--- src/hw/rtl/dxt_block_texture_decoder_top_macros.svh ---
// assertion macros for the dxt block texture decoder top level
// no dependencies; included by the top level only
`ifndef DXT_BLOCK_TEXTURE_DECODER_TOP_MACROS_SVH
`define DXT_BLOCK_TEXTURE_DECODER_TOP_MACROS_SVH

// same-cycle implication, disabled in reset
`define DXT_ASSERT_IMPLY(label, clk, rst, ante, cons) \
   label: assert property (@(posedge clk) disable iff (rst) (ante) |-> (cons)) \
      else $error("dxt assertion failed");

// next-cycle implication, disabled in reset
`define DXT_ASSERT_NEXT(label, clk, rst, ante, cons) \
   label: assert property (@(posedge clk) disable iff (rst) (ante) |=> (cons)) \
      else $error("dxt assertion failed");

`endif

--- src/hw/rtl/dxt_pkg.sv ---
// shared types, constants and arithmetic helpers for the dxt block decoder
// no dependencies; imported by every rtl module of the block
package dxt_pkg;

   // image and position geometry
   localparam int MAX_DIMENSION     = 8192;
   localparam int DIM_WIDTH         = 14;
   localparam int POS_WIDTH         = 13;
   localparam int BLOCK_POS_WIDTH   = 11;
   localparam int BLOCK_COUNT_WIDTH = 12;
   localparam int ROW_WIDTH         = 2;
   localparam int LANES             = 4;
   localparam int PALETTE_SIZE      = 4;
   localparam int ALPHA_LEVELS      = 8;
   localparam int DXT5_INDEX_BASE   = 16;

   localparam logic [ROW_WIDTH-1:0] LAST_ROW    = ROW_WIDTH'(LANES - 1);
   localparam logic [DIM_WIDTH-1:0] DIM_RESET   = DIM_WIDTH'(4);
   localparam logic [DIM_WIDTH-1:0] DIM_LIMIT   = DIM_WIDTH'(MAX_DIMENSION);
   localparam logic [7:0]           ALPHA_OPAQUE = 8'hFF;

   // register file
   localparam int CSR_INDEX_WIDTH = 2;
   localparam int CSR_DATA_WIDTH  = 14;
   localparam logic [CSR_INDEX_WIDTH-1:0] CSR_MODE   = 2'd0;
   localparam logic [CSR_INDEX_WIDTH-1:0] CSR_WIDTH  = 2'd1;
   localparam logic [CSR_INDEX_WIDTH-1:0] CSR_HEIGHT = 2'd2;

   // compression modes
   localparam logic [1:0] MODE_DXT1 = 2'd0;
   localparam logic [1:0] MODE_DXT3 = 2'd1;
   localparam logic [1:0] MODE_DXT5 = 2'd2;

   // reciprocal constants for truncating division by 3, 5 and 7 (16-bit shift)
   localparam logic [15:0] DIV3_MAGIC = 16'd21846;
   localparam logic [15:0] DIV5_MAGIC = 16'd13108;
   localparam logic [15:0] DIV7_MAGIC = 16'd9363;

   typedef struct packed {
      logic [63:0] alpha_word;
      logic [63:0] color_bits;
   } req_data_type;

   typedef struct packed {
      logic [31:0]          texel_zero;
      logic [31:0]          texel_one;
      logic [31:0]          texel_two;
      logic [31:0]          texel_three;
      logic [POS_WIDTH-1:0] pos_x;
      logic [POS_WIDTH-1:0] pos_y;
      logic [LANES-1:0]     inside_mask;
      logic                 last_row;
   } rsp_data_type;

   // per-block color palette and alpha levels
   typedef struct packed {
      logic [PALETTE_SIZE-1:0][31:0] colors;
      logic [ALPHA_LEVELS-1:0][7:0]  alphas;
   } dxt_palette_type;

   // per-texel selectors handed to one lane
   typedef struct packed {
      logic [1:0] color_index;
      logic [3:0] alpha_nibble;
      logic [2:0] alpha_index;
   } dxt_sel_type;

   // 5-bit and 6-bit channel expansion, c*255/max truncated
   function automatic logic [31:0][7:0] build_expand5();
      logic [31:0][7:0] t;
      for (int i = 0; i < 32; i++) begin
         t[i] = 8'((i * 255) / 31);
      end
      return t;
   endfunction

   function automatic logic [63:0][7:0] build_expand6();
      logic [63:0][7:0] t;
      for (int i = 0; i < 64; i++) begin
         t[i] = 8'((i * 255) / 63);
      end
      return t;
   endfunction

   localparam logic [31:0][7:0] EXPAND5_LUT = build_expand5();
   localparam logic [63:0][7:0] EXPAND6_LUT = build_expand6();

   // x/3 for x below 768, result fits 8 bits
   function automatic logic [7:0] div3(input logic [9:0] x);
      logic [25:0] p;
      p = 26'(x) * 26'(DIV3_MAGIC);
      return p[23:16];
   endfunction

   // x/5 for x below 2048, result known to fit 8 bits
   function automatic logic [7:0] div5(input logic [10:0] x);
      logic [26:0] p;
      p = 27'(x) * 27'(DIV5_MAGIC);
      return p[23:16];
   endfunction

   // x/7 for x below 2048, result known to fit 8 bits
   function automatic logic [7:0] div7(input logic [10:0] x);
      logic [26:0] p;
      p = 27'(x) * 27'(DIV7_MAGIC);
      return p[23:16];
   endfunction

endpackage

--- src/hw/rtl/dxt_palette.sv ---
// block palette builder: endpoint expansion, color interpolation, dxt5 alpha levels
// depends on dxt_pkg
module dxt_palette import dxt_pkg::*; (
   input  logic [1:0]      mode,
   input  logic [63:0]     alpha_word,
   input  logic [31:0]     endpoints,
   output dxt_palette_type palette
);

   logic [15:0] c0;
   logic [15:0] c1;
   logic [7:0]  e0 [3];
   logic [7:0]  e1 [3];
   logic [7:0]  m2 [3];
   logic [7:0]  m3 [3];
   logic        four_color;
   logic [7:0]  a0;
   logic [7:0]  a1;

   assign c0 = endpoints[15:0];
   assign c1 = endpoints[31:16];
   assign a0 = alpha_word[7:0];
   assign a1 = alpha_word[15:8];

   // rgb565 expansion, channel 0 red, 1 green, 2 blue
   always_comb begin
      e0[0] = EXPAND5_LUT[c0[15:11]];
      e0[1] = EXPAND6_LUT[c0[10:5]];
      e0[2] = EXPAND5_LUT[c0[4:0]];
      e1[0] = EXPAND5_LUT[c1[15:11]];
      e1[1] = EXPAND6_LUT[c1[10:5]];
      e1[2] = EXPAND5_LUT[c1[4:0]];
   end

   // dxt1 with c0 <= c1 falls back to three colors plus transparent black
   assign four_color = (mode != MODE_DXT1) || (c0 > c1);

   // interpolated colors
   always_comb begin
      for (int c = 0; c < 3; c++) begin
         if (four_color) begin
            m2[c] = div3({1'b0, e0[c], 1'b0} + {2'b00, e1[c]});
         end else begin
            m2[c] = 8'(({1'b0, e0[c]} + {1'b0, e1[c]}) >> 1);
         end
         m3[c] = div3({2'b00, e0[c]} + {1'b0, e1[c], 1'b0});
      end
   end

   // pack colors as rgba, dxt5 alpha levels: eight-level or six-level plus zero and full
   always_comb begin
      palette.colors[0] = {ALPHA_OPAQUE, e0[2], e0[1], e0[0]};
      palette.colors[1] = {ALPHA_OPAQUE, e1[2], e1[1], e1[0]};
      palette.colors[2] = {ALPHA_OPAQUE, m2[2], m2[1], m2[0]};
      palette.colors[3] = four_color ? {ALPHA_OPAQUE, m3[2], m3[1], m3[0]} : 32'd0;
      palette.alphas[0] = a0;
      palette.alphas[1] = a1;
      if (a0 > a1) begin
         for (int i = 2; i < ALPHA_LEVELS; i++) begin
            palette.alphas[i] = div7(11'(8 - i) * 11'(a0) + 11'(i - 1) * 11'(a1));
         end
      end else begin
         for (int i = 2; i < 6; i++) begin
            palette.alphas[i] = div5(11'(6 - i) * 11'(a0) + 11'(i - 1) * 11'(a1));
         end
         palette.alphas[6] = 8'd0;
         palette.alphas[7] = ALPHA_OPAQUE;
      end
   end

endmodule

--- src/hw/rtl/dxt_lane.sv ---
// one texel lane: palette lookup and alpha replacement for a single texel
// depends on dxt_pkg
module dxt_lane import dxt_pkg::*; (
   input  logic [1:0]      mode,
   input  dxt_palette_type palette,
   input  dxt_sel_type     sel,
   output logic [31:0]     texel
);

   // color from palette, alpha from the mode's alpha source
   always_comb begin
      texel = palette.colors[sel.color_index];
      unique case (mode)
         MODE_DXT3: begin
            texel[31:24] = {sel.alpha_nibble, sel.alpha_nibble};
         end
         MODE_DXT5: begin
            texel[31:24] = palette.alphas[sel.alpha_index];
         end
         default: begin
         end
      endcase
   end

endmodule

--- src/hw/rtl/dxt_block_texture_decoder_top.sv ---
// dxt block texture decoder top: block intake, palette stage, four texel lanes, row merge
// flow: a block passes the intake and palette registers, and its rows then leave one at
// a time through the single row-wide output register; rsp_ready low holds the rows
// reset: synchronous; clears valids, row and block counters, sets configuration registers to power-on values
// depends on dxt_pkg, dxt_palette, dxt_lane and the assertion macro header
`include "dxt_block_texture_decoder_top_macros.svh"

module dxt_block_texture_decoder_top import dxt_pkg::*; (
   input  logic                       clock,
   input  logic                       reset,
   input  logic                       req_valid,
   output logic                       req_ready,
   input  req_data_type               req_data,
   output logic                       rsp_valid,
   input  logic                       rsp_ready,
   output rsp_data_type               rsp_data,
   input  logic                       csr_we,
   input  logic [CSR_INDEX_WIDTH-1:0] csr_index,
   input  logic [CSR_DATA_WIDTH-1:0]  csr_wdata
);

   // configuration registers
   logic [1:0]           mode_ff, mode_in;
   logic [DIM_WIDTH-1:0] image_width_ff, image_width_in;
   logic [DIM_WIDTH-1:0] image_height_ff, image_height_in;

   // block position counters
   logic [BLOCK_POS_WIDTH-1:0] block_col_ff, block_col_in;
   logic [BLOCK_POS_WIDTH-1:0] block_row_ff, block_row_in;

   // intake stage
   logic                       in_valid_ff, in_valid_in;
   req_data_type               in_data_ff, in_data_in;
   logic [BLOCK_POS_WIDTH-1:0] in_col_ff, in_col_in;
   logic [BLOCK_POS_WIDTH-1:0] in_row_ff, in_row_in;

   // palette stage
   logic                       pal_valid_ff, pal_valid_in;
   dxt_palette_type            pal_ff, pal_in;
   logic [1:0]                 pal_mode_ff, pal_mode_in;
   logic [31:0]                pal_cidx_ff, pal_cidx_in;
   logic [63:0]                pal_alpha_ff, pal_alpha_in;
   logic [BLOCK_POS_WIDTH-1:0] pal_col_ff, pal_col_in;
   logic [BLOCK_POS_WIDTH-1:0] pal_row_ff, pal_row_in;
   logic [ROW_WIDTH-1:0]       row_ff, row_in;

   // output register
   logic         out_valid_ff, out_valid_in;
   rsp_data_type out_ff, out_in;

   // handshake and derived signals
   logic                         req_fire;
   logic                         row_fire;
   logic                         row_done;
   logic                         pal_free;
   logic                         in_move;
   logic [1:0]                   eff_mode;
   logic [DIM_WIDTH-1:0]         w_sat;
   logic [DIM_WIDTH-1:0]         h_sat;
   logic [BLOCK_COUNT_WIDTH-1:0] blocks_per_row;
   logic [BLOCK_COUNT_WIDTH-1:0] block_rows;
   logic [BLOCK_COUNT_WIDTH-1:0] col_next;
   logic [BLOCK_COUNT_WIDTH-1:0] row_next;
   dxt_palette_type              pal_build;
   dxt_sel_type                  lane_sel [LANES];
   logic [31:0]                  lane_texel [LANES];
   logic [LANES-1:0]             in_image;
   logic [POS_WIDTH-1:0]         row_x0;
   logic [POS_WIDTH-1:0]         row_y;

   // pipeline flow control
   assign row_fire  = pal_valid_ff && (!out_valid_ff || rsp_ready);
   assign row_done  = row_fire && (row_ff == LAST_ROW);
   assign pal_free  = !pal_valid_ff || row_done;
   assign in_move   = in_valid_ff && pal_free;
   assign req_ready = !in_valid_ff || pal_free;
   assign req_fire  = req_valid && req_ready;

   // configuration write decode
   always_comb begin
      mode_in         = mode_ff;
      image_width_in  = image_width_ff;
      image_height_in = image_height_ff;
      if (csr_we) begin
         unique case (csr_index)
            CSR_MODE:   mode_in         = csr_wdata[1:0];
            CSR_WIDTH:  image_width_in  = csr_wdata;
            CSR_HEIGHT: image_height_in = csr_wdata;
            default: begin
            end
         endcase
      end
   end

   // undefined mode code behaves as dxt1
   always_comb begin
      unique case (mode_ff) inside
         MODE_DXT3, MODE_DXT5: eff_mode = mode_ff;
         default:              eff_mode = MODE_DXT1;
      endcase
   end

   // saturated dimensions and block counts, zero counts as one
   always_comb begin
      w_sat = (image_width_ff > DIM_LIMIT) ? DIM_LIMIT : image_width_ff;
      h_sat = (image_height_ff > DIM_LIMIT) ? DIM_LIMIT : image_height_ff;
      blocks_per_row = BLOCK_COUNT_WIDTH'(({1'b0, w_sat} + (DIM_WIDTH + 1)'(3)) >> 2);
      block_rows     = BLOCK_COUNT_WIDTH'(({1'b0, h_sat} + (DIM_WIDTH + 1)'(3)) >> 2);
      if (blocks_per_row == '0) begin
         blocks_per_row = BLOCK_COUNT_WIDTH'(1);
      end
      if (block_rows == '0) begin
         block_rows = BLOCK_COUNT_WIDTH'(1);
      end
   end

   // block position advance on each input transfer
   always_comb begin
      block_col_in = block_col_ff;
      block_row_in = block_row_ff;
      col_next     = BLOCK_COUNT_WIDTH'(block_col_ff) + BLOCK_COUNT_WIDTH'(1);
      row_next     = BLOCK_COUNT_WIDTH'(block_row_ff) + BLOCK_COUNT_WIDTH'(1);
      if (req_fire) begin
         if (col_next >= blocks_per_row) begin
            block_col_in = '0;
            block_row_in = (row_next >= block_rows) ? '0 : row_next[BLOCK_POS_WIDTH-1:0];
         end else begin
            block_col_in = col_next[BLOCK_POS_WIDTH-1:0];
         end
      end
   end

   // intake stage next state
   always_comb begin
      in_valid_in = in_valid_ff;
      in_data_in  = in_data_ff;
      in_col_in   = in_col_ff;
      in_row_in   = in_row_ff;
      if (in_move) begin
         in_valid_in = 1'b0;
      end
      if (req_fire) begin
         in_valid_in = 1'b1;
         in_data_in  = req_data;
         in_col_in   = block_col_ff;
         in_row_in   = block_row_ff;
      end
   end

   // palette build for the block in the intake stage
   dxt_palette u_palette (
      .mode       (eff_mode),
      .alpha_word (in_data_ff.alpha_word),
      .endpoints  (in_data_ff.color_bits[31:0]),
      .palette    (pal_build)
   );

   // palette stage next state and row sequencer
   always_comb begin
      pal_valid_in = pal_valid_ff;
      pal_in       = pal_ff;
      pal_mode_in  = pal_mode_ff;
      pal_cidx_in  = pal_cidx_ff;
      pal_alpha_in = pal_alpha_ff;
      pal_col_in   = pal_col_ff;
      pal_row_in   = pal_row_ff;
      row_in       = row_fire ? row_ff + ROW_WIDTH'(1) : row_ff;
      if (row_done) begin
         pal_valid_in = 1'b0;
      end
      if (in_move) begin
         pal_valid_in = 1'b1;
         pal_in       = pal_build;
         pal_mode_in  = eff_mode;
         pal_cidx_in  = in_data_ff.color_bits[63:32];
         pal_alpha_in = in_data_ff.alpha_word;
         pal_col_in   = in_col_ff;
         pal_row_in   = in_row_ff;
      end
   end

   // per-lane texel selectors for the current row
   always_comb begin
      for (int k = 0; k < LANES; k++) begin
         logic [3:0] ti;
         logic [6:0] abit;
         ti   = {row_ff, 2'(k)};
         abit = 7'(DXT5_INDEX_BASE) + 7'({ti, 1'b0}) + 7'(ti);
         lane_sel[k].color_index  = pal_cidx_ff[{ti, 1'b0} +: 2];
         lane_sel[k].alpha_nibble = pal_alpha_ff[{ti, 2'b00} +: 4];
         lane_sel[k].alpha_index  = pal_alpha_ff[abit[5:0] +: 3];
      end
   end

   // texel lanes
   for (genvar g = 0; g < LANES; g++) begin : g_lane
      dxt_lane u_lane (
         .mode    (pal_mode_ff),
         .palette (pal_ff),
         .sel     (lane_sel[g]),
         .texel   (lane_texel[g])
      );
   end

   // row clipping against the image
   always_comb begin
      row_x0 = {pal_col_ff, 2'b00};
      row_y  = {pal_row_ff, row_ff};
      for (int k = 0; k < LANES; k++) begin
         in_image[k] = (({1'b0, row_x0} + DIM_WIDTH'(k)) < w_sat) && ({1'b0, row_y} < h_sat);
      end
   end

   // merge lanes into the output register
   always_comb begin
      out_valid_in = out_valid_ff;
      out_in       = out_ff;
      if (row_fire) begin
         out_valid_in       = 1'b1;
         out_in.texel_zero  = lane_texel[0] & {32{in_image[0]}};
         out_in.texel_one   = lane_texel[1] & {32{in_image[1]}};
         out_in.texel_two   = lane_texel[2] & {32{in_image[2]}};
         out_in.texel_three = lane_texel[3] & {32{in_image[3]}};
         out_in.pos_x       = row_x0;
         out_in.pos_y       = row_y;
         out_in.inside_mask = in_image;
         out_in.last_row    = (row_ff == LAST_ROW);
      end else if (rsp_ready) begin
         out_valid_in = 1'b0;
      end
   end

   assign rsp_valid = out_valid_ff;
   assign rsp_data  = out_ff;

   // control registers
   always_ff @(posedge clock) begin
      if (reset) begin
         mode_ff         <= MODE_DXT1;
         image_width_ff  <= DIM_RESET;
         image_height_ff <= DIM_RESET;
         block_col_ff    <= '0;
         block_row_ff    <= '0;
         in_valid_ff     <= 1'b0;
         pal_valid_ff    <= 1'b0;
         row_ff          <= '0;
         out_valid_ff    <= 1'b0;
      end else begin
         mode_ff         <= mode_in;
         image_width_ff  <= image_width_in;
         image_height_ff <= image_height_in;
         block_col_ff    <= block_col_in;
         block_row_ff    <= block_row_in;
         in_valid_ff     <= in_valid_in;
         pal_valid_ff    <= pal_valid_in;
         row_ff          <= row_in;
         out_valid_ff    <= out_valid_in;
      end
   end

   // payload registers
   always_ff @(posedge clock) begin
      in_data_ff   <= in_data_in;
      in_col_ff    <= in_col_in;
      in_row_ff    <= in_row_in;
      pal_ff       <= pal_in;
      pal_mode_ff  <= pal_mode_in;
      pal_cidx_ff  <= pal_cidx_in;
      pal_alpha_ff <= pal_alpha_in;
      pal_col_ff   <= pal_col_in;
      pal_row_ff   <= pal_row_in;
      out_ff       <= out_in;
   end

   // checks on the row sequencer and result coherence
   `DXT_ASSERT_NEXT(a_row_wrap, clock, reset, row_done, row_ff == '0)
   `DXT_ASSERT_IMPLY(a_last_row_pos, clock, reset, rsp_valid, rsp_data.last_row == (rsp_data.pos_y[1:0] == LAST_ROW))
   `DXT_ASSERT_IMPLY(a_clip_zero, clock, reset, rsp_valid, (rsp_data.inside_mask[0] || rsp_data.texel_zero == '0) && (rsp_data.inside_mask[3] || rsp_data.texel_three == '0))
   `DXT_ASSERT_IMPLY(a_ready_when_empty, clock, reset, !pal_valid_ff, req_ready)

endmodule
--- config.mk ---
export PLATFORM = sky130hd
export DESIGN_NAME = dxt_block_texture_decoder_top
export DESIGN_NICKNAME = d
export VERILOG_FILES = /design/src/hw/rtl/dxt_pkg.sv /design/src/hw/rtl/dxt_palette.sv /design/src/hw/rtl/dxt_lane.sv /design/src/hw/rtl/dxt_block_texture_decoder_top.sv
export VERILOG_INCLUDE_DIRS = /design/src /design/src/hw/rtl
export SDC_FILE = /design/constraint.sdc
export NUM_CORES = 2
export LEC_CHECK = 0
export BUFFER_PORTS_ARGS = -buffer_cell sky130_fd_sc_hd__buf_2
export CORE_AREA = 2 2 308 386
export CTS_CLUSTER_DIAMETER = 100
export DETAILED_ROUTE_END_ITERATION = 6
export DIE_AREA = 0 0 310 388
export PLACE_DENSITY = 0.78
export SETUP_SLACK_MARGIN = 0.02
export SYNTH_ARGS = -nofsm -noshare
export SYNTH_HDL_FRONTEND = slang
export SYNTH_HIERARCHICAL = 1
export SYNTH_SLANG_ARGS = --single-unit
--- constraint.sdc ---
create_clock -name clock -period 34.5 [get_ports clock]
set_input_delay 3.45 -clock clock [delete_from_list [all_inputs] [get_ports clock]]
set_output_delay 3.45 -clock clock [all_outputs]
set_load 0.01 [all_outputs]
### Yosys cells after proc, flatten, opt, wreduce, memory -nomap -nowiden

Memory sizes are Yosys's and may differ from the RTL's. A register that Yosys moved wholly into a read port is not among the register bits.
Index checks and enable logic that the tools add are counted.

| word-level totals | value |
|---|---|
| ROM bits | 2048 |
| bits in registers | 652 |
| input port bits | 149 |
| word-level logic and storage cells | 227 |
| memories | 6 |
| output and inout bits | 161 |

| operators by class | value |
|---|---|
| multipliers | 22 |
| order comparisons | 25 |
| muxes and demuxes | 50 |
| shift operators | 12 |
| $add $sub $neg | 35 |
| bitwise gates (word level) | 4 |
| reduce and logical (&&, ||, !) cells | 27 |
| eq/ne operators | 7 |

Memory list:

| name | depth | bits a word | read ports | clocked after Yosys merged registers in | write ports | line | source |
|---|---|---|---|---|---|---|---|
| (name not given) | 64 | 8 | 1 | 1 | 0 | dxt_palette.sv:31 | `e1[1] = EXPAND6_LUT[c1[10:5]];` |
| (name not given) | 64 | 8 | 1 | 1 | 0 | dxt_palette.sv:28 | `e0[1] = EXPAND6_LUT[c0[10:5]];` |
| (name not given) | 32 | 8 | 1 | 1 | 0 | dxt_palette.sv:32 | `e1[2] = EXPAND5_LUT[c1[4:0]];` |
| (name not given) | 32 | 8 | 1 | 1 | 0 | dxt_palette.sv:30 | `e1[0] = EXPAND5_LUT[c1[15:11]];` |
| (name not given) | 32 | 8 | 1 | 1 | 0 | dxt_palette.sv:29 | `e0[2] = EXPAND5_LUT[c0[4:0]];` |
| (name not given) | 32 | 8 | 1 | 1 | 0 | dxt_palette.sv:27 | `e0[0] = EXPAND5_LUT[c0[15:11]];` |

Operator list:

| operator | number |
|---|---|
| binary-select mux 32 bit (select 2 bit) | 4 |
| indexed part select 64 x 7 -> 3 bit | 4 |
| indexed part select 64 x 7 -> 4 bit | 4 |
| two-way mux 32 bit | 6 |
| multiplier 11 x 14 -> 24 bit (second input constant) | 6 |
| multiplier 10 x 14 -> 23 bit (second input constant) | 6 |
| AND 32 bit | 4 |
| indexed part select 32 x 6 -> 2 bit | 4 |
| two-way mux 8 bit | 13 |
| binary-select mux 8 bit (select 3 bit) | 4 |
| multiplier 11 x 12 -> 22 bit (second input constant) | 4 |
| case mux 8 bit (2 select lines) | 4 |
| < comparator 14 bit | 3 |
| multiplier 2 x 8 -> 10 bit (first input constant) | 4 |
| adder 8 x 9 -> 10 bit | 3 |
| adder 9 x 8 -> 10 bit | 3 |
| adder 13 x 2 -> 14 bit (second input constant) | 2 |
| adder 14 x 2 -> 14 bit (second input constant) | 2 |
| > comparator 14 bit (second input constant) | 2 |
| < comparator 13 x 14 -> 1 bit | 2 |
| two-way mux 14 bit | 2 |
| adder 8 x 8 -> 9 bit | 3 |
| adder 11 x 1 -> 12 bit (second input constant) | 2 |
| adder 5 x 5 -> 6 bit (first input constant) | 4 |
| other kinds (36) | 87 |

### Depth between registers and ports, before layout

| logic depth | value |
|---|---|
| word-level depth | 8 |
| mapped depth | 33 |
| mapped depth without buffers | 33 |

### Hierarchy

The synthesis kept the hierarchy.

By module, submodules not included:

| module | times used | area each (µm²) | cells an instance |
|---|---|---|---|
| dxt_palette | 1 | 38354.3 | 4247 |
| dxt_block_texture_decoder_top | 1 | 25704.7 | 1544 |
| dxt_lane | 4 | 1390.1 | 96 |

### Worst setup path after synthesis

Ideal clock, no wire load.

| timing | value |
|---|---|
| path kind | input to register |
| from | in rsp_ready |
| to | reg pal_alpha_ff[0] (enable) |
| setup slack | 6.932 ns |
| required time | 33.036 ns |
| stages | 3 |
| data arrival time | 26.104 ns |
| library setup time | 1.464 ns |
| cells stage by stage | nand2b_1 > nand2_1 > a21boi_0 |

| between the ends | value |
|---|---|
| cells in the longest elaborated chain, start to end | 5 |

Ends and longest elaborated chain:

| element | line | source |
|---|---|---|
| from (decl) | dxt_block_texture_decoder_top.sv:15 | `input logic rsp_ready,` |
| logical OR 1 bit | dxt_block_texture_decoder_top.sv:72 | `assign row_fire = pal_valid_ff && (!out_valid_ff \|\| rsp_ready);` |
| logical AND 1 bit | dxt_block_texture_decoder_top.sv:72 |  |
| logical AND 1 bit | dxt_block_texture_decoder_top.sv:73 | `assign row_done = row_fire && (row_ff == LAST_ROW);` |
| logical OR 1 bit | dxt_block_texture_decoder_top.sv:74 | `assign pal_free = !pal_valid_ff \|\| row_done;` |
| logical AND 1 bit | dxt_block_texture_decoder_top.sv:75 | `assign in_move = in_valid_ff && pal_free;` |
| named net in_move | dxt_block_texture_decoder_top.sv:56 | `logic in_move;` |
| to (signal assigned) | dxt_block_texture_decoder_top.sv:269 | `pal_alpha_ff <= pal_alpha_in;` |
| to (decl) | dxt_block_texture_decoder_top.sv:42 | `logic [63:0] pal_alpha_ff, pal_alpha_in;` |

The timed path passes the listed nets, and every way through them passes these cells.
A chain may end at the register's enable or synchronous reset.

### Worst setup path after layout

| timing | value |
|---|---|
| from | reg in_data_ff[16] in the netlist's numbering |
| to | reg pal_ff[183] in the netlist's numbering, data pin |

| between the ends | value |
|---|---|
| cells in the longest elaborated chain, start to end | 2 |

Ends and longest elaborated chain:

| element | line | source |
|---|---|---|
| from (decl) | dxt_block_texture_decoder_top.sv:33 | `req_data_type in_data_ff, in_data_in;` |
| from (signal assigned) | dxt_block_texture_decoder_top.sv:263 | `in_data_ff <= in_data_in;` |
| > comparator 16 bit | dxt_palette.sv:36 | `assign four_color = (mode != MODE_DXT1) \|\| (c0 > c1);` |
| logical OR 1 bit | dxt_palette.sv:36 |  |
| to (signal assigned) | dxt_block_texture_decoder_top.sv:266 | `pal_ff <= pal_in;` |
| to (decl) | dxt_block_texture_decoder_top.sv:39 | `dxt_palette_type pal_ff, pal_in;` |

Every way passes these cells.

==> reports/results.ini <==
[worst_hold_path]
whs_endpoint = pal_alpha_ff[62]$_DFFE_PP_
hold_path_class = reg -> reg
hold_depth = 0
hold_start = in_data_ff[126]$_DFFE_PP_

[clock_network]
cts_inserted_buffers = 76
cts_resized = 0
cts_tree = built
htreeDepth = 3
cts_sinks = 676
clock_latency_ns = 0.68
ctsHoldBuffers = 0
cts_root_buf = clkbuf_16
clkTransAtPathRegs_ns = 0.07
clockBufferDepth = 3
cts_setup_buffers = 0

[setup_path]
path_max_fanout = 9
rr_worst_depth = 31
r2r_slack_ns = 25.87
path_class = reg -> reg
path_buf_inv = 5
critPathRequiredTime_ns = 34.91
cpLargestDelayFamily = adder cells
end_kind = flip-flop
worstReg2RegStart = in_data_ff[16]$_DFFE_PP_
worstPathArrival_ns = 9.04
cp-start-kind = flip-flop
critPathMaxStageDelay_ns = 0.84
cp_slowest_cell = a32oi_1
r2r_end = pal_ff[183]$_DFFE_PP_
startpoint = in_data_ff[16]$_DFFE_PP_

[yosys]
synth_top_area_share_pct = 26.7
synthCells = 6175
netlist_area_um2 = 69600
ys_warn_count = 6
ys_seq_area_share_pct = 28.3
synthArstFlopShare_pct = 0
synthFlopType = edfxtp_1
synth.distinct_cells = 94
post_synth.cell_area_avg_um2 = 11.3
synth_edf_count = 619
synth_seq_cells = 676
synth_area_leader_cell = edfxtp_1
netlist_top_cells_area = edfxtp_1 (27%), ha_1 (24%), fa_1 (13%)

[detailed_routing]
vias = 48600
drcViolationCount = 0
via_per_inst = 6.05
drt_iter0_markers = 4250
postRouteAntennaNets = 0
drtPass1Iterations = 7
wire_per_inst_um = 21.9
totalWireLength_um = 176000

[floorplanning]
io-pin-count = 310
initial_core_util_pct = 59.9
std_cell_rows = 140
fp.dieArea_um2 = 120000
fp.coreArea_um2 = 116000
die_x_um = 310
die_h_um = 388

[grt]
grt_pass1_wl_um = 276000
grt_max_degree = 173
grt_pass1_vias = 50400
grt_use_met2_pct = 49.1
grt_use_total_pct = 29.7
use_met1_pct = 37.5
antenna_found_initial = 12
busiest_layer = met2
gr-usage-met3_pct = 5.01
gr-total-overflow = 0

[timing]
period_share_pct = 25.0
slew_violations = 0
rsz0062_at_grt = no
fmax_mhz = 116
worst_hold_slack_ns = 0.414
clock_skew_ns = 0.0451
min_period_ns = 8.63
slew_headroom_pct = 16.1
worst_slew_pin_slew_ns = 1.26
finalSetupViolCount = 0
setup_tns_ns = 0
hold_violations = 0

[cells_and_area]
fillers = 8724
layout-drive-gt1-share_pct = 11.8
multiInputGateArea_um2 = 44900
ff_latch_area_um2 = 19700
nets = 8317
syn2layout_area_growth_pct = 7.70

[place]
io_buffers = 307
hpwl_um = 137000
place_congestion = 0.966

[outcome]
outcome = finished, final reports clean

[flow_run]
maxCapViolations = 0

## through the flow
step           instances  utilization [%]  worst slack (ns)  area (µm²)
2_1_floorplan       6199                -              6.93       69700
3_3_place_gp        7895             62.2             26.29       72300
3_5_place_dp        7895             62.2             25.93       72300
4_1_cts             8037             64.5             25.92       75000
5_1_grt             8038             64.5             25.38       75000
6_report            8040             64.5             25.87       75000
## synth_stat cells, drive strengths merged, types with 50 or more instances
master and count:
a21o 79, buf 156, nor3 68, ha 1314
mux4 247, nor2b 50, nand3 90, nor2 288
xor2 97, o21ai 136, clkbuf 56, a21oi 254
edfxtp 619, xnor2 208, nand2 327, inv 1033
fa 443, dfxtp 57
## layout by cell type (no fill, tap or decap), types with 14 or more instances in the layout
master	synthesis	layout
o21a_1	38	37
o31ai_1	19	19
a22oi_1	33	33
nor2_1	278	278
mux2i_1	41	40
a21o_1	79	78
or2_2	14	14
edfxtp_1	619	619
fa_1	443	443
buf_4	86	38
a22o_1	19	19
nand4_1	32	32
mux4_2	223	223
nand3_1	90	90
inv_1	1032	1030
dfxtp_1	57	55
clkbuf_16	0	77
nand2_1	327	326
and2_1	44	44
xnor2_1	208	208
ha_1	1314	1313
nand2b_1	49	49
o211ai_1	24	24
or3_1	24	24
a21oi_1	252	252
and3_1	29	29
conb_1	2	26
a31oi_1	19	19
buf_2	32	307
nor3_1	68	68
a211oi_1	18	18
o21ai_0	127	126
o21bai_1	48	48
mux4_1	24	24
nor2b_1	50	50
xor2_1	96	96
## logic make-up (layout without fill, tap and decap cells)
group                      count (synthesis)  after routing  share of synthesized area (%)
adders and majority gates               1757           1757                           36.4
buffers and inverters                   1245           1521                           7.40
and+or+nand+nor                         1084           1084                           7.49
AOI/OAI and AO/OA                        808            808                           7.66
DFF                                      676            676                           28.3
xor gates and xnor gates                 307            307                           3.91
muxes                                    296            296                           8.84
other                                      2             29                         0.0108
## final cells by class
cell class / count / area share, %
Multi-Input combinational cell: 4278 / 59.9
Antenna cell: 3 / 0.0100
Sequential cell: 676 / 26.3
Clock buffer: 92 / 2.67
Timing Repair Buffer: 346 / 2.46
Inverter: 1033 / 5.18
Tap cell: 1562 / 2.61
Clock inverter: 50 / 0.874
## state kept, by name (all words and copies together) (netlist names)
register	count
pal_ff	192
pal_alpha_ff	64
in_valid_ff	1
rsp_data	157
pal_col_ff	11
pal_mode_ff	2
rsp_valid	1
in_col_ff	11
block_col_ff	11
pal_row_ff	11
pal_cidx_ff	32
image_height_ff	14
row_ff	2
pal_valid_ff	1
mode_ff	2
in_row_ff	11
block_row_ff	11
in_data_ff	128
image_width_ff	14
## worst max-delay path by stage
stage | endpoint | slack (ns) | cells past startpoint
global placement | pal_ff[39]$_DFFE_PP_ | 26.29 | 29
detailed placement | pal_ff[183]$_DFFE_PP_ | 25.93 | 31
CTS | pal_ff[183]$_DFFE_PP_ | 25.92 | 31
global route | pal_ff[183]$_DFFE_PP_ | 25.38 | 31
finish | pal_ff[183]$_DFFE_PP_ | 25.87 | 31
floorplan | pal_alpha_ff[0]$_DFFE_PP_ | 6.93 | 3
## metal layers
metal / vias to the layer above / part of all wire, %
li1: 22200 / -
met4: 8 / 5.8
met2: 2219 / 48
met3: 511 / 8.2
met5: - / 0.026
met1: 23800 / 38
Power is left out: the tool's default activity adds up to more than one toggle a clock period on the data nets, which glitch-free logic cannot reach.
